==> src/rtl/bmhq_pkg.sv <==
// ----------------------------------------------------------------------------
// bmhq_pkg: shared definitions for the min-priority queue core
// Sizes, command and status codes, and the control word broadcast to the
// row of sorted storage cells.
// ----------------------------------------------------------------------------
package bmhq_pkg;

   localparam int CAPACITY       = 64;
   localparam int VALUE_BITS     = 16;
   localparam int COUNT_BITS     = $clog2(CAPACITY + 1);
   localparam int LIMIT_BITS     = 7;
   localparam int OUT_COUNT_BITS = 7;
   localparam int CMP_BITS       = (COUNT_BITS > LIMIT_BITS) ? COUNT_BITS : LIMIT_BITS;

   localparam logic [LIMIT_BITS-1:0] LIMIT_RESET = 7'd64;

   typedef enum logic [1:0] {
      CMD_INSERT  = 2'd0,
      CMD_EXTRACT = 2'd1,
      CMD_PEEK    = 2'd2,
      CMD_CLEAR   = 2'd3
   } cmd_type;

   typedef enum logic [1:0] {
      STATUS_OK    = 2'd0,
      STATUS_FULL  = 2'd1,
      STATUS_EMPTY = 2'd2
   } status_type;

   typedef enum logic [1:0] {
      CELL_HOLD    = 2'd0,
      CELL_INSERT  = 2'd1,
      CELL_EXTRACT = 2'd2
   } cell_op_type;

   typedef struct packed {
      cell_op_type           op;
      logic [VALUE_BITS-1:0] key;
   } cell_ctrl_type;

endpackage

==> src/rtl/bmhq_if.sv <==
// ----------------------------------------------------------------------------
// bmhq request and response channels
// Valid/ready channels carrying the queue requests and their results.
// ----------------------------------------------------------------------------
interface bmhq_req_if;
   import bmhq_pkg::*;

   logic                  valid;
   logic                  ready;
   logic [1:0]            command;
   logic [VALUE_BITS-1:0] key_value;

   modport source (output valid, output command, output key_value, input ready);
   modport sink   (input valid, input command, input key_value, output ready);
endinterface

interface bmhq_rsp_if;
   import bmhq_pkg::*;

   logic                      valid;
   logic                      ready;
   logic [VALUE_BITS-1:0]     result_value;
   logic [1:0]                status;
   logic [OUT_COUNT_BITS-1:0] entry_count;

   modport source (output valid, output result_value, output status, output entry_count,
                   input ready);
   modport sink   (input valid, input result_value, input status, input entry_count,
                   output ready);
endinterface

==> src/rtl/bmhq_cell.sv <==
// ----------------------------------------------------------------------------
// bmhq_cell: one slot of the sorted storage row
// Holds one value; on insert takes the key or its left neighbor's value,
// on extract takes its right neighbor's value.
// ----------------------------------------------------------------------------
module bmhq_cell (
   input  logic                            clock,
   input  bmhq_pkg::cell_ctrl_type         ctrl,
   input  logic                            active,
   input  logic                            left_lt,
   input  logic [bmhq_pkg::VALUE_BITS-1:0] left_value,
   input  logic [bmhq_pkg::VALUE_BITS-1:0] right_value,
   output logic                            lt_out,
   output logic [bmhq_pkg::VALUE_BITS-1:0] value_out
);
   import bmhq_pkg::*;

   logic [VALUE_BITS-1:0] value_ff;
   logic [VALUE_BITS-1:0] value_in;

   // key lands at or left of this slot when the slot is empty or larger
   assign lt_out    = !active || (ctrl.key < value_ff);
   assign value_out = value_ff;

   always_comb begin
      unique case (ctrl.op)
         CELL_INSERT:  value_in = lt_out ? (left_lt ? left_value : ctrl.key) : value_ff;
         CELL_EXTRACT: value_in = right_value;
         default:      value_in = value_ff;
      endcase
   end

   always_ff @(posedge clock) begin
      value_ff <= value_in;
   end

endmodule

==> src/rtl/binary_min_heap_queue_core.sv <==
// ----------------------------------------------------------------------------
// binary_min_heap_queue_core: min-priority queue on a row of sorted cells
// Result: a request's result is loaded into the response register on acceptance.
// Throughput: one request per cycle while responses drain; every cell
// updates from its neighbors in one parallel shift, so no command walks tree levels.
// Reset: entry count goes to zero and the capacity limit to 64; cell
// contents are left as they are, and no clearing pass is needed.
// ----------------------------------------------------------------------------
module binary_min_heap_queue_core (
   input  logic              clock,
   input  logic              reset,
   input  logic              csr_write_enable,
   input  logic [6:0]        csr_write_data,
   bmhq_req_if.sink          req_chan,
   bmhq_rsp_if.source        rsp_chan
);
   import bmhq_pkg::*;

   // Row of cells kept sorted ascending; cell 0 always holds the minimum.
   logic [VALUE_BITS-1:0] cell_value [CAPACITY];
   logic                  cell_lt    [CAPACITY];
   cell_ctrl_type         cell_ctrl;

   logic [COUNT_BITS-1:0] count_ff, count_in;
   logic [LIMIT_BITS-1:0] limit_ff;

   logic                      rsp_valid_ff;
   logic [VALUE_BITS-1:0]     rsp_value_ff, rsp_value_in;
   status_type                rsp_status_ff, rsp_status_in;
   logic [OUT_COUNT_BITS-1:0] rsp_count_ff;

   logic    req_fire;
   logic    rsp_fire;
   logic    is_full;
   logic    is_empty;
   cmd_type cmd;

   // Advance whenever the output register is free or being drained; hold
   // off every request while reset is high.
   assign req_chan.ready = !reset && (!rsp_valid_ff || rsp_chan.ready);
   assign req_fire       = req_chan.valid && req_chan.ready;
   assign rsp_fire       = rsp_chan.valid && rsp_chan.ready;
   assign cmd            = cmd_type'(req_chan.command);

   assign is_empty = (count_ff == '0);
   // A limit above the capacity saturates; a limit of zero keeps it full.
   assign is_full  = (CMP_BITS'(count_ff) >= CMP_BITS'(limit_ff))
                  || (count_ff >= COUNT_BITS'(CAPACITY));

   // Decode the request into the cell broadcast, next count and result.
   always_comb begin
      cell_ctrl.op  = CELL_HOLD;
      cell_ctrl.key = req_chan.key_value;
      count_in      = count_ff;
      rsp_value_in  = is_empty ? '0 : cell_value[0];
      rsp_status_in = STATUS_OK;
      unique case (cmd)
         CMD_INSERT: begin
            if (is_full) begin
               rsp_status_in = STATUS_FULL;
            end else begin
               cell_ctrl.op = CELL_INSERT;
               count_in     = count_ff + 1'b1;
               // New minimum is the key unless the root is no larger.
               if (is_empty || (req_chan.key_value < cell_value[0])) begin
                  rsp_value_in = req_chan.key_value;
               end
            end
         end
         CMD_EXTRACT: begin
            if (is_empty) begin
               rsp_status_in = STATUS_EMPTY;
            end else begin
               cell_ctrl.op = CELL_EXTRACT;
               count_in     = count_ff - 1'b1;
            end
         end
         CMD_PEEK: begin
            if (is_empty) begin
               rsp_status_in = STATUS_EMPTY;
            end
         end
         CMD_CLEAR: begin
            count_in     = '0;
            rsp_value_in = '0;
         end
         default: begin
            rsp_status_in = STATUS_OK;
         end
      endcase
      // Hold the row unless a request is actually taken.
      if (!req_fire) begin
         cell_ctrl.op = CELL_HOLD;
      end
   end

   // Cell row: each cell sees its left and right neighbor.
   for (genvar i = 0; i < CAPACITY; i++) begin : g_cell
      logic                  left_lt;
      logic [VALUE_BITS-1:0] left_value;
      logic [VALUE_BITS-1:0] right_value;

      if (i == 0) begin : g_head
         assign left_lt    = 1'b0;
         assign left_value = cell_value[i];
      end else begin : g_body
         assign left_lt    = cell_lt[i-1];
         assign left_value = cell_value[i-1];
      end

      if (i == CAPACITY - 1) begin : g_tail
         assign right_value = cell_value[i];
      end else begin : g_link
         assign right_value = cell_value[i+1];
      end

      bmhq_cell u_cell (
         .clock       (clock),
         .ctrl        (cell_ctrl),
         .active      (count_ff > COUNT_BITS'(i)),
         .left_lt     (left_lt),
         .left_value  (left_value),
         .right_value (right_value),
         .lt_out      (cell_lt[i]),
         .value_out   (cell_value[i])
      );
   end

   // Control registers: count, limit, response valid.
   always_ff @(posedge clock) begin
      if (reset) begin
         count_ff     <= '0;
         limit_ff     <= LIMIT_RESET;
         rsp_valid_ff <= 1'b0;
      end else begin
         if (csr_write_enable) begin
            limit_ff <= csr_write_data;
         end
         if (req_fire) begin
            count_ff     <= count_in;
            rsp_valid_ff <= 1'b1;
         end else if (rsp_fire) begin
            rsp_valid_ff <= 1'b0;
         end
      end
   end

   // Response payload: load on accept, hold while stalled.
   always_ff @(posedge clock) begin
      if (req_fire) begin
         rsp_value_ff  <= rsp_value_in;
         rsp_status_ff <= rsp_status_in;
         rsp_count_ff  <= OUT_COUNT_BITS'(count_in);
      end
   end

   assign rsp_chan.valid        = rsp_valid_ff;
   assign rsp_chan.result_value = rsp_value_ff;
   assign rsp_chan.status       = rsp_status_ff;
   assign rsp_chan.entry_count  = rsp_count_ff;

   // Count never runs past the number of cells.
   a_count_bound: assert property (@(posedge clock) disable iff (reset)
      count_ff <= COUNT_BITS'(CAPACITY))
      else $error("entry count exceeds capacity");

   // A taken clear empties the queue.
   a_clear_empties: assert property (@(posedge clock) disable iff (reset)
      (req_fire && cmd == CMD_CLEAR) |=> (count_ff == '0))
      else $error("clear did not empty the queue");

   // The row stays sorted at its head.
   a_head_sorted: assert property (@(posedge clock) disable iff (reset)
      (count_ff >= COUNT_BITS'(2)) |-> !(cell_value[1] < cell_value[0]))
      else $error("cell row out of order");

   // A refused insert leaves the count unchanged.
   a_full_holds: assert property (@(posedge clock) disable iff (reset)
      (req_fire && cmd == CMD_INSERT && is_full) |=> (count_ff == $past(count_ff)))
      else $error("refused insert changed the count");

endmodule

==> src/flat_wrapper.sv <==
// flat-port wrapper written by rule: the top's interface ports become plain ports
module binary_min_heap_queue_core_flat import bmhq_pkg::*;
  (clock, reset, csr_write_enable, csr_write_data, req_chan_valid, req_chan_command, req_chan_key_value, req_chan_ready, rsp_chan_valid, rsp_chan_result_value, rsp_chan_status, rsp_chan_entry_count, rsp_chan_ready);
  bmhq_req_if req_chan_i ();
  bmhq_rsp_if rsp_chan_i ();
  input  logic clock;
  input  logic reset;
  input  logic csr_write_enable;
  input  logic [6:0] csr_write_data;
  input wire logic [$bits(req_chan_i.valid)-1:0] req_chan_valid;
  input wire logic [$bits(req_chan_i.command)-1:0] req_chan_command;
  input wire logic [$bits(req_chan_i.key_value)-1:0] req_chan_key_value;
  output wire logic [$bits(req_chan_i.ready)-1:0] req_chan_ready;
  output wire logic [$bits(rsp_chan_i.valid)-1:0] rsp_chan_valid;
  output wire logic [$bits(rsp_chan_i.result_value)-1:0] rsp_chan_result_value;
  output wire logic [$bits(rsp_chan_i.status)-1:0] rsp_chan_status;
  output wire logic [$bits(rsp_chan_i.entry_count)-1:0] rsp_chan_entry_count;
  input wire logic [$bits(rsp_chan_i.ready)-1:0] rsp_chan_ready;
  assign req_chan_i.valid = req_chan_valid;
  assign req_chan_i.command = req_chan_command;
  assign req_chan_i.key_value = req_chan_key_value;
  assign req_chan_ready = req_chan_i.ready;
  assign rsp_chan_valid = rsp_chan_i.valid;
  assign rsp_chan_result_value = rsp_chan_i.result_value;
  assign rsp_chan_status = rsp_chan_i.status;
  assign rsp_chan_entry_count = rsp_chan_i.entry_count;
  assign rsp_chan_i.ready = rsp_chan_ready;
  binary_min_heap_queue_core u_core (.clock(clock), .reset(reset), .csr_write_enable(csr_write_enable), .csr_write_data(csr_write_data), .req_chan(req_chan_i), .rsp_chan(rsp_chan_i));
endmodule
==> config.mk <==
export PLATFORM = sky130hd
export DESIGN_NAME = binary_min_heap_queue_core_flat
export DESIGN_NICKNAME = d
export VERILOG_FILES = /design/src/rtl/bmhq_pkg.sv /design/src/rtl/bmhq_if.sv /design/src/rtl/bmhq_cell.sv /design/src/rtl/binary_min_heap_queue_core.sv /design/src/flat_wrapper.sv
export SDC_FILE = /design/constraint.sdc
export NUM_CORES = 2
export LEC_CHECK = 0
export BUFFER_PORTS_ARGS = -buffer_cell sky130_fd_sc_hd__buf_2
export CAP_MARGIN = 25
export CORE_ASPECT_RATIO = 1.25
export CORE_UTILIZATION = 30
export CTS_CLUSTER_SIZE = 16
export DETAILED_ROUTE_END_ITERATION = 8
export PLACE_DENSITY_LB_ADDON = 0.08
export SYNTH_ARGS = -nofsm -noshare
export SYNTH_HDL_FRONTEND = slang
export SYNTH_SLANG_ARGS = --single-unit
export TNS_END_PERCENT = 100
==> constraint.sdc <==
create_clock -name clock -period 8.25 [get_ports clock]
set_input_delay 1.65 -clock clock [delete_from_list [all_inputs] [get_ports clock]]
set_output_delay 1.65 -clock clock [all_outputs]
set_load 0.005 [all_outputs]
Word level (Yosys, flattened, before mapping):

Cells that the tools add are included.

* register bits: 1064

* $add $sub $neg: 2
* reductions and logical operators: 205
* multiplexer cells: 205
* eq/ne operators: 68
* $lt $le $gt $ge: 130

Operators by type and width (count)
* 2-to-1 mux 16 bit: 129
* one-hot mux 16 bit (2 select lines): 64
* less-than comparator 16 bit: 64
* > comparator 7 x 6 -> 1 bit (second input constant): 32
* AND reduction 2 bit: 64
* inequality test 2 bit (second input constant): 63
* > comparator 7 x 5 -> 1 bit (second input constant): 16
* logical OR 1 bit: 67
* logical NOT 1 bit: 66
* > comparator 7 x 4 -> 1 bit (second input constant): 8
* > comparator 7 x 3 -> 1 bit (second input constant): 4
* one-hot mux 7 bit (3 select lines): 1
* > comparator 7 x 1 -> 1 bit (second input constant): 2
* > comparator 7 x 2 -> 1 bit (second input constant): 2
* 2-to-1 mux 7 bit: 2
* one-hot mux 2 bit (2 select lines): 2
* adder 7 x 1 -> 7 bit (second input constant): 1
* >= comparator 7 bit: 1
* >= comparator 7 bit (second input constant): 1
* logical NOT 7 bit: 1
* subtractor 7 x 1 -> 7 bit (second input constant): 1
* equality test 2 bit (second input constant): 3
* 2-to-1 mux 2 bit: 3
* equality test 2 x 1 -> 1 bit (second input constant): 2
* other kinds (5): 11

Logic depth before layout (Yosys ltp):

* depth in word-level cells: 8
* gate-level depth with buffers: 15
* mapped depth without buffers: 8

By module:

From an unflattened synthesis, not the netlist that was laid out.

* cell total of the unflattened synthesis: 8722
* area total of the unflattened synthesis: 82779.4 um^2

By module, submodules not included
* bmhq_cell (u_core.g_cell[0].u_cell ...): area an instance 1242.4 um^2, times used 63, cells an instance 130
* binary_min_heap_queue_core: area an instance 3264.4 um^2, times used 1, cells an instance 404
* bmhq_cell (u_core.g_cell[3].u_cell): area an instance 1241.2 um^2, times used 1, cells an instance 128

Worst setup path after synthesis:

OpenSTA, ideal clock, no wires.

* kind: input -> register
* from: input port rsp_chan_ready
* to: register u_core.g_cell[62].u_cell.value_ff[0], enable pin
* path buffers: 1
* library setup time: 414 ps
* required time: 7836 ps
* stages: 6
* arrival: 4975 ps
* path slack: 2860 ps
* cells stage by stage: nand2b_1 -> nand2_1 -> nor2_1 -> nand4_1 -> clkbuf_1 -> o31ai_1

* word-level cells in the longest chain between the ends: 7

Ends and longest elaborated chain
* from (decl): RTL line flat_wrapper.sv:18 `input wire logic [$bits(rsp_chan_i.ready)-1:0] rsp_chan_ready;`
* logical OR 1 bit (*): RTL line binary_min_heap_queue_core.sv:40 `assign req_chan.ready = !reset && (!rsp_valid_ff || rsp_chan.ready);`
* logical AND 1 bit (*): RTL line binary_min_heap_queue_core.sv:40
* logical AND 1 bit (*): RTL line binary_min_heap_queue_core.sv:41 `assign req_fire = req_chan.valid && req_chan.ready;`
* named net u_core.req_fire: RTL line binary_min_heap_queue_core.sv:32 `logic req_fire;`
* 2-to-1 mux 2 bit (*): RTL line binary_min_heap_queue_core.sv:92 `if (!req_fire) begin`
* equality test 2 x 1 -> 1 bit or equality test 2 bit (tied branches): RTL line bmhq_cell.sv:26 `unique case (ctrl.op)`
* inequality test 2 bit (no source line) or nonzero test 2 bit (tied branches)
* AND reduction 2 bit (no source line) (*)
* to (signal assigned): RTL line bmhq_cell.sv:34 `value_ff <= value_in;`
* to (decl): RTL line bmhq_cell.sv:18 `logic [VALUE_BITS-1:0] value_ff;`

The timed path passes the listed nets; every way through them passes the cells marked *.
A chain may end at the register's enable or synchronous reset.

Worst setup path in the final report:

* from: register u_core.count_ff[0]
* to: register u_core.g_cell[3].u_cell.value_ff[11], data pin

* word-level cells in the longest chain between the ends: 7

Ends and longest elaborated chain
* from (decl): RTL line binary_min_heap_queue_core.sv:24 `logic [COUNT_BITS-1:0] count_ff, count_in;`
* from (signal assigned): RTL line binary_min_heap_queue_core.sv:140 `count_ff <= count_in;`
* >= comparator 7 bit, on equally long branches: RTL line binary_min_heap_queue_core.sv:47, binary_min_heap_queue_core.sv:48
* logical OR 1 bit: RTL line binary_min_heap_queue_core.sv:48 `|| (count_ff >= COUNT_BITS'(CAPACITY));`
* 2-to-1 mux 1 bit: RTL line binary_min_heap_queue_core.sv:59 `if (is_full) begin`
* one-hot mux 2 bit (2 select lines): RTL line binary_min_heap_queue_core.sv:57 `unique case (cmd)`
* 2-to-1 mux 2 bit: RTL line binary_min_heap_queue_core.sv:92
* equality test 2 bit or equality test 2 x 1 -> 1 bit (tied branches): RTL line bmhq_cell.sv:26
* one-hot mux 16 bit (2 select lines) (*): RTL line bmhq_cell.sv:26
* named net u_core.g_cell[3].u_cell.value_in[11]: RTL line bmhq_cell.sv:19 `logic [VALUE_BITS-1:0] value_in;`
* to (signal assigned): RTL line bmhq_cell.sv:34
* to (decl): RTL line bmhq_cell.sv:18

The timed path passes the listed nets; every way through them passes the cells marked *. The select of a mux whose other input is x is not followed.

==> flow_summary.yaml <==
yosys:
  synthFlopType: "edfxtp_1"
  synth.avg_cell_area_um2: 8.893
  synth_cells: 10260
  synth_nets: 11260
  synth-xor-area-share: 0
  synthArstFlopShare: 0
  yosysWarnings: 0
  ys_seq_area_frac: 0.3486
  syn_area_um2: 91210
  synth_compound_area_frac: 0.2717
  synth_edf_count: 1049
  synth_top_family_by_area: "compound AO/OA/AOI/OAI gates"
  ys_seq_elements: 1064
  synth-adder-area-share: 0.1337
  ys_types: 77
  synth-simple-area-share: 0.1519
  synth_mux_area_frac: 0.004389
run:
  drv_cap: 0
critical_path:
  critPathKind: "flip-flop to flip-flop"
  setup.worst_path.end: "u_core.g_cell[3].u_cell.value_out[11]$_DFFE_PP_"
  worst_setup_path_start_kind: "flip-flop"
  rr_worst_depth: 11
  cp-end-kind: "flip-flop"
  reg2reg_from: "u_core.count_ff[0]$_SDFFE_PP0P_"
  r2r_end: "u_core.g_cell[3].u_cell.value_out[11]$_DFFE_PP_"
  r2r_slack_ns: 2.73
  crit_required_ns: 8.92
  critPathLaunch: "u_core.count_ff[0]$_SDFFE_PP0P_"
  cp.arrival_ns: 6.19
  cp_max_fo: 200
clock_tree:
  clkTransAtPathRegs_ns: 0.06
  hold_buffers: 0
  cts_tree: "yes"
  clockBufferDepth: 4
  post-cts-setup-buffer-count: 0
  htree_levels: 4
  clk_latency_ns: 0.88
  numCtsBuffers: 153
  clockRootBuffer: "clkbuf_16"
  cts.sinks: 1064
  post_cts_resized: 0
finish:
  final_util: 0.3299
  layout-drive-gt1-share: 0.07009
  finalNetCount: 10750
  area_growth_pct: 9.529
detailed_routing:
  wire_per_inst_um: 30.44
  vias: 86480
  wl_mm: 421.2
  firstDrtPassIters: 7
  vias_per_cell: 6.250
  drtAntennaViolNets: 0
  drc: 0
  drt_iter0_drc: 7587
timing:
  post-route-period-util: 0.6692
  setup_slack_ns: 2.729
  skew_ns: 0.07650
  clock.fmax_ghz: 0.1811
  hold_viol: 0
  rsz0062_at_grt: "no"
  post-route-min-period_ns: 5.521
  report.final.slew_viol_count: 0
  worst_pin_slew_ns: 1.279
  max_slew_margin: 0.1470
  finalSetupViolations: 0
  finalSetupTns_ns: 0
power:
  p_seq_frac: 0.407
  intPower_mw: 10.61
  p_sw_mw: 4.819
  power_density_nw_per_um2: 154.5
  p_leak_nw: 38.37
  pwr-share-clk: 0.424
  swShare: 0.3123
  pwr-share-comb: 0.169
  max-vdd-ir-drop_v: 0.0001574
global_route:
  grt_pass1_wl_mm: 609.6
  overflow: 0
  grt_max_degree: 215
  antenna_found_initial: 12
  grt_pass1_vias: 85180
  grt_usage: 0.2661
run_status:
  status: "completed"
hold_path:
  min_path_type: "flip-flop to flip-flop"
die:
  rows: 226
  io_pins: 57
  die-area_um2: 306300
  core_um2: 302800
  die_y_um: 618.5
  die_w_um: 495.2
  initial_utilization: 0.3012
place:
  portBuffers: 56
  pre_cts_ws_ns: 2.464
  routabilityCongestion: 0.8712
  place_hpwl_mm: 290.3
==> kinds of logic (layout without fill, tap and decap cells) <==
kind of cell / after synthesis / after routing
AOI/OAI and AO/OA: 3559 / 3559
adders and majority gates: 975 / 975
buffers and inverters: 2025 / 1613
DFF: 1064 / 1064
muxes: 40 / 40
other: 0 / 2
and+or+nand+nor: 2594 / 2594
==> cell usage after synthesis, types with 8 or more instances <==
cell | number | area [um2]
edfxtp_1 | 1049 | 31500
inv_1 | 1001 | 3757
ha_1 | 975 | 12200
nand3_1 | 830 | 4154
a31oi_1 | 716 | 4479
clkbuf_1 | 666 | 2500
nand4_1 | 633 | 3960
a211oi_1 | 580 | 4354
o21ai_0 | 429 | 2147
o211ai_1 | 388 | 2913
a21oi_1 | 349 | 1747
nand2_1 | 317 | 1190
nor2b_1 | 302 | 1889
o2111ai_1 | 286 | 2505
buf_2 | 235 | 1176
nor2_1 | 225 | 844.6
a21o_1 | 220 | 1652
o221ai_1 | 198 | 1734
a22oi_1 | 93 | 698.2
buf_1 | 59 | 221.5
nand2b_1 | 58 | 362.9
and3_1 | 52 | 325.3
buf_4 | 52 | 390.4
o21a_1 | 42 | 315.3
nor3_1 | 41 | 205.2
mux2i_1 | 40 | 400.4
a211o_1 | 37 | 324.1
and2_1 | 37 | 231.5
or2_2 | 34 | 212.7
o311ai_0 | 31 | 271.5
o311ai_1 | 29 | 254.0
o31ai_1 | 27 | 202.7
o32ai_1 | 22 | 192.7
or4_1 | 21 | 157.7
o21ai_1 | 20 | 100.1
a22o_1 | 17 | 148.9
dfxtp_1 | 15 | 300.3
buf_6 | 11 | 123.9
nor4_1 | 11 | 68.82
and4_1 | 9 | 78.83
or3_1 | 9 | 56.30
a2111oi_0 | 8 | 70.07
a221oi_1 | 8 | 70.07
==> power groups by stage <==
| stage | clock (mW) | sequential [mW] | combinational, mW |
|---|---|---|---|
| 6_report | 6.54 | 6.28 | 2.61 |
| 5_1_grt | 6.82 | 6.29 | 2.85 |
| 4_1_cts | 6.69 | 6.28 | 2.60 |
| 3_5_place_dp | 0 | 6.39 | 2.59 |
| 3_3_place_gp | 0 | 6.39 | 2.54 |
| 2_1_floorplan | 0 | 6.30 | 1.57 |
==> layout by cell type, fill, tap and decap left out, types with 305 or more instances in the layout <==
| cell type | n |
|---|---|
| nand2_1 | 305 |
| inv_1 | 1001 |
| o21ai_0 | 378 |
| nand3_1 | 830 |
| ha_1 | 974 |
| a21oi_1 | 333 |
| edfxtp_1 | 1049 |
| a31oi_1 | 713 |
| a211oi_1 | 580 |
| nand4_1 | 633 |
| o211ai_1 | 388 |
==> through the flow <==
step,instance area [um2],hold WS (ns),instances,power [mW]
after global placement,95040,0.4833,13550,8.927
after floorplan,91220,0.4604,10260,7.875
after global routing,99900,0.5414,13840,15.95
final,99910,0.5015,13840,15.43
after detailed placement,95290,0.4888,13570,8.978
after CTS,99850,0.5033,13830,15.56
==> worst max-delay path: stages (launching register included) <==
cell and delay [ns]:
dfxtp_1 0.84, inv_1 0.21, ha_1 0.32, nand2b_1 0.14
a211o_1 0.36, a21boi_4 0.67, a21o_4 0.80, buf_12 0.35
buf_12 0.50, buf_4 0.53, nand4_1 0.16, nand3_1 0.13
==> routing by layer <==
layer | routed length [um] | up-vias | global-route usage
li1 | - | 39230 | -
met1 | 171300 | 43340 | 0.3264
met2 | 207900 | 3122 | 0.4639
met3 | 21870 | 787 | 0.03118
met4 | 20110 | 0 | 0.1184
met5 | 0 | - | 0
==> worst min path at each step <==
stage / startpoint / to / slack [ns] / cells after the start
final: u_core.limit_ff[2]$_SDFFE_PP0P_ / u_core.limit_ff[2]$_SDFFE_PP0P_ / 0.50 / 2
after global routing: u_core.limit_ff[6]$_SDFFE_PP1P_ / u_core.limit_ff[6]$_SDFFE_PP1P_ / 0.54 / 2
after CTS: u_core.limit_ff[5]$_SDFFE_PP0P_ / u_core.limit_ff[5]$_SDFFE_PP0P_ / 0.50 / 2
after detailed placement: u_core.limit_ff[1]$_SDFFE_PP0P_ / u_core.limit_ff[1]$_SDFFE_PP0P_ / 0.49 / 2
after global placement: u_core.limit_ff[2]$_SDFFE_PP0P_ / u_core.limit_ff[2]$_SDFFE_PP0P_ / 0.48 / 2
after floorplan: u_core.limit_ff[1]$_SDFFE_PP0P_ / u_core.limit_ff[1]$_SDFFE_PP0P_ / 0.46 / 2
==> state kept, by name, indices dropped and copies added, names as in the netlist <==
| signal | cells |
|---|---|
| u_core.count_ff | 7 |
| u_core.rsp_chan.valid | 1 |
| u_core.rsp_chan.result_value | 16 |
| u_core.rsp_chan.status | 2 |
| u_core.g_cell.u_cell.value_out | 1024 |
| u_core.rsp_chan.entry_count | 7 |
| u_core.limit_ff | 7 |
==> layout make-up <==
class / count / area [um2]
Antenna cell: 2 / 5.005
Sequential cell: 1064 / 31810
Fill cell: 31100 / 202900
Timing Repair Buffer: 352 / 3136
Clock buffer: 197 / 4099
Multi-Input combinational cell: 7168 / 51640
Inverter: 1001 / 3757
Clock inverter: 63 / 469.2
Tap cell: 3990 / 4992
No activity file was read; power rests on OpenSTA's default activity.
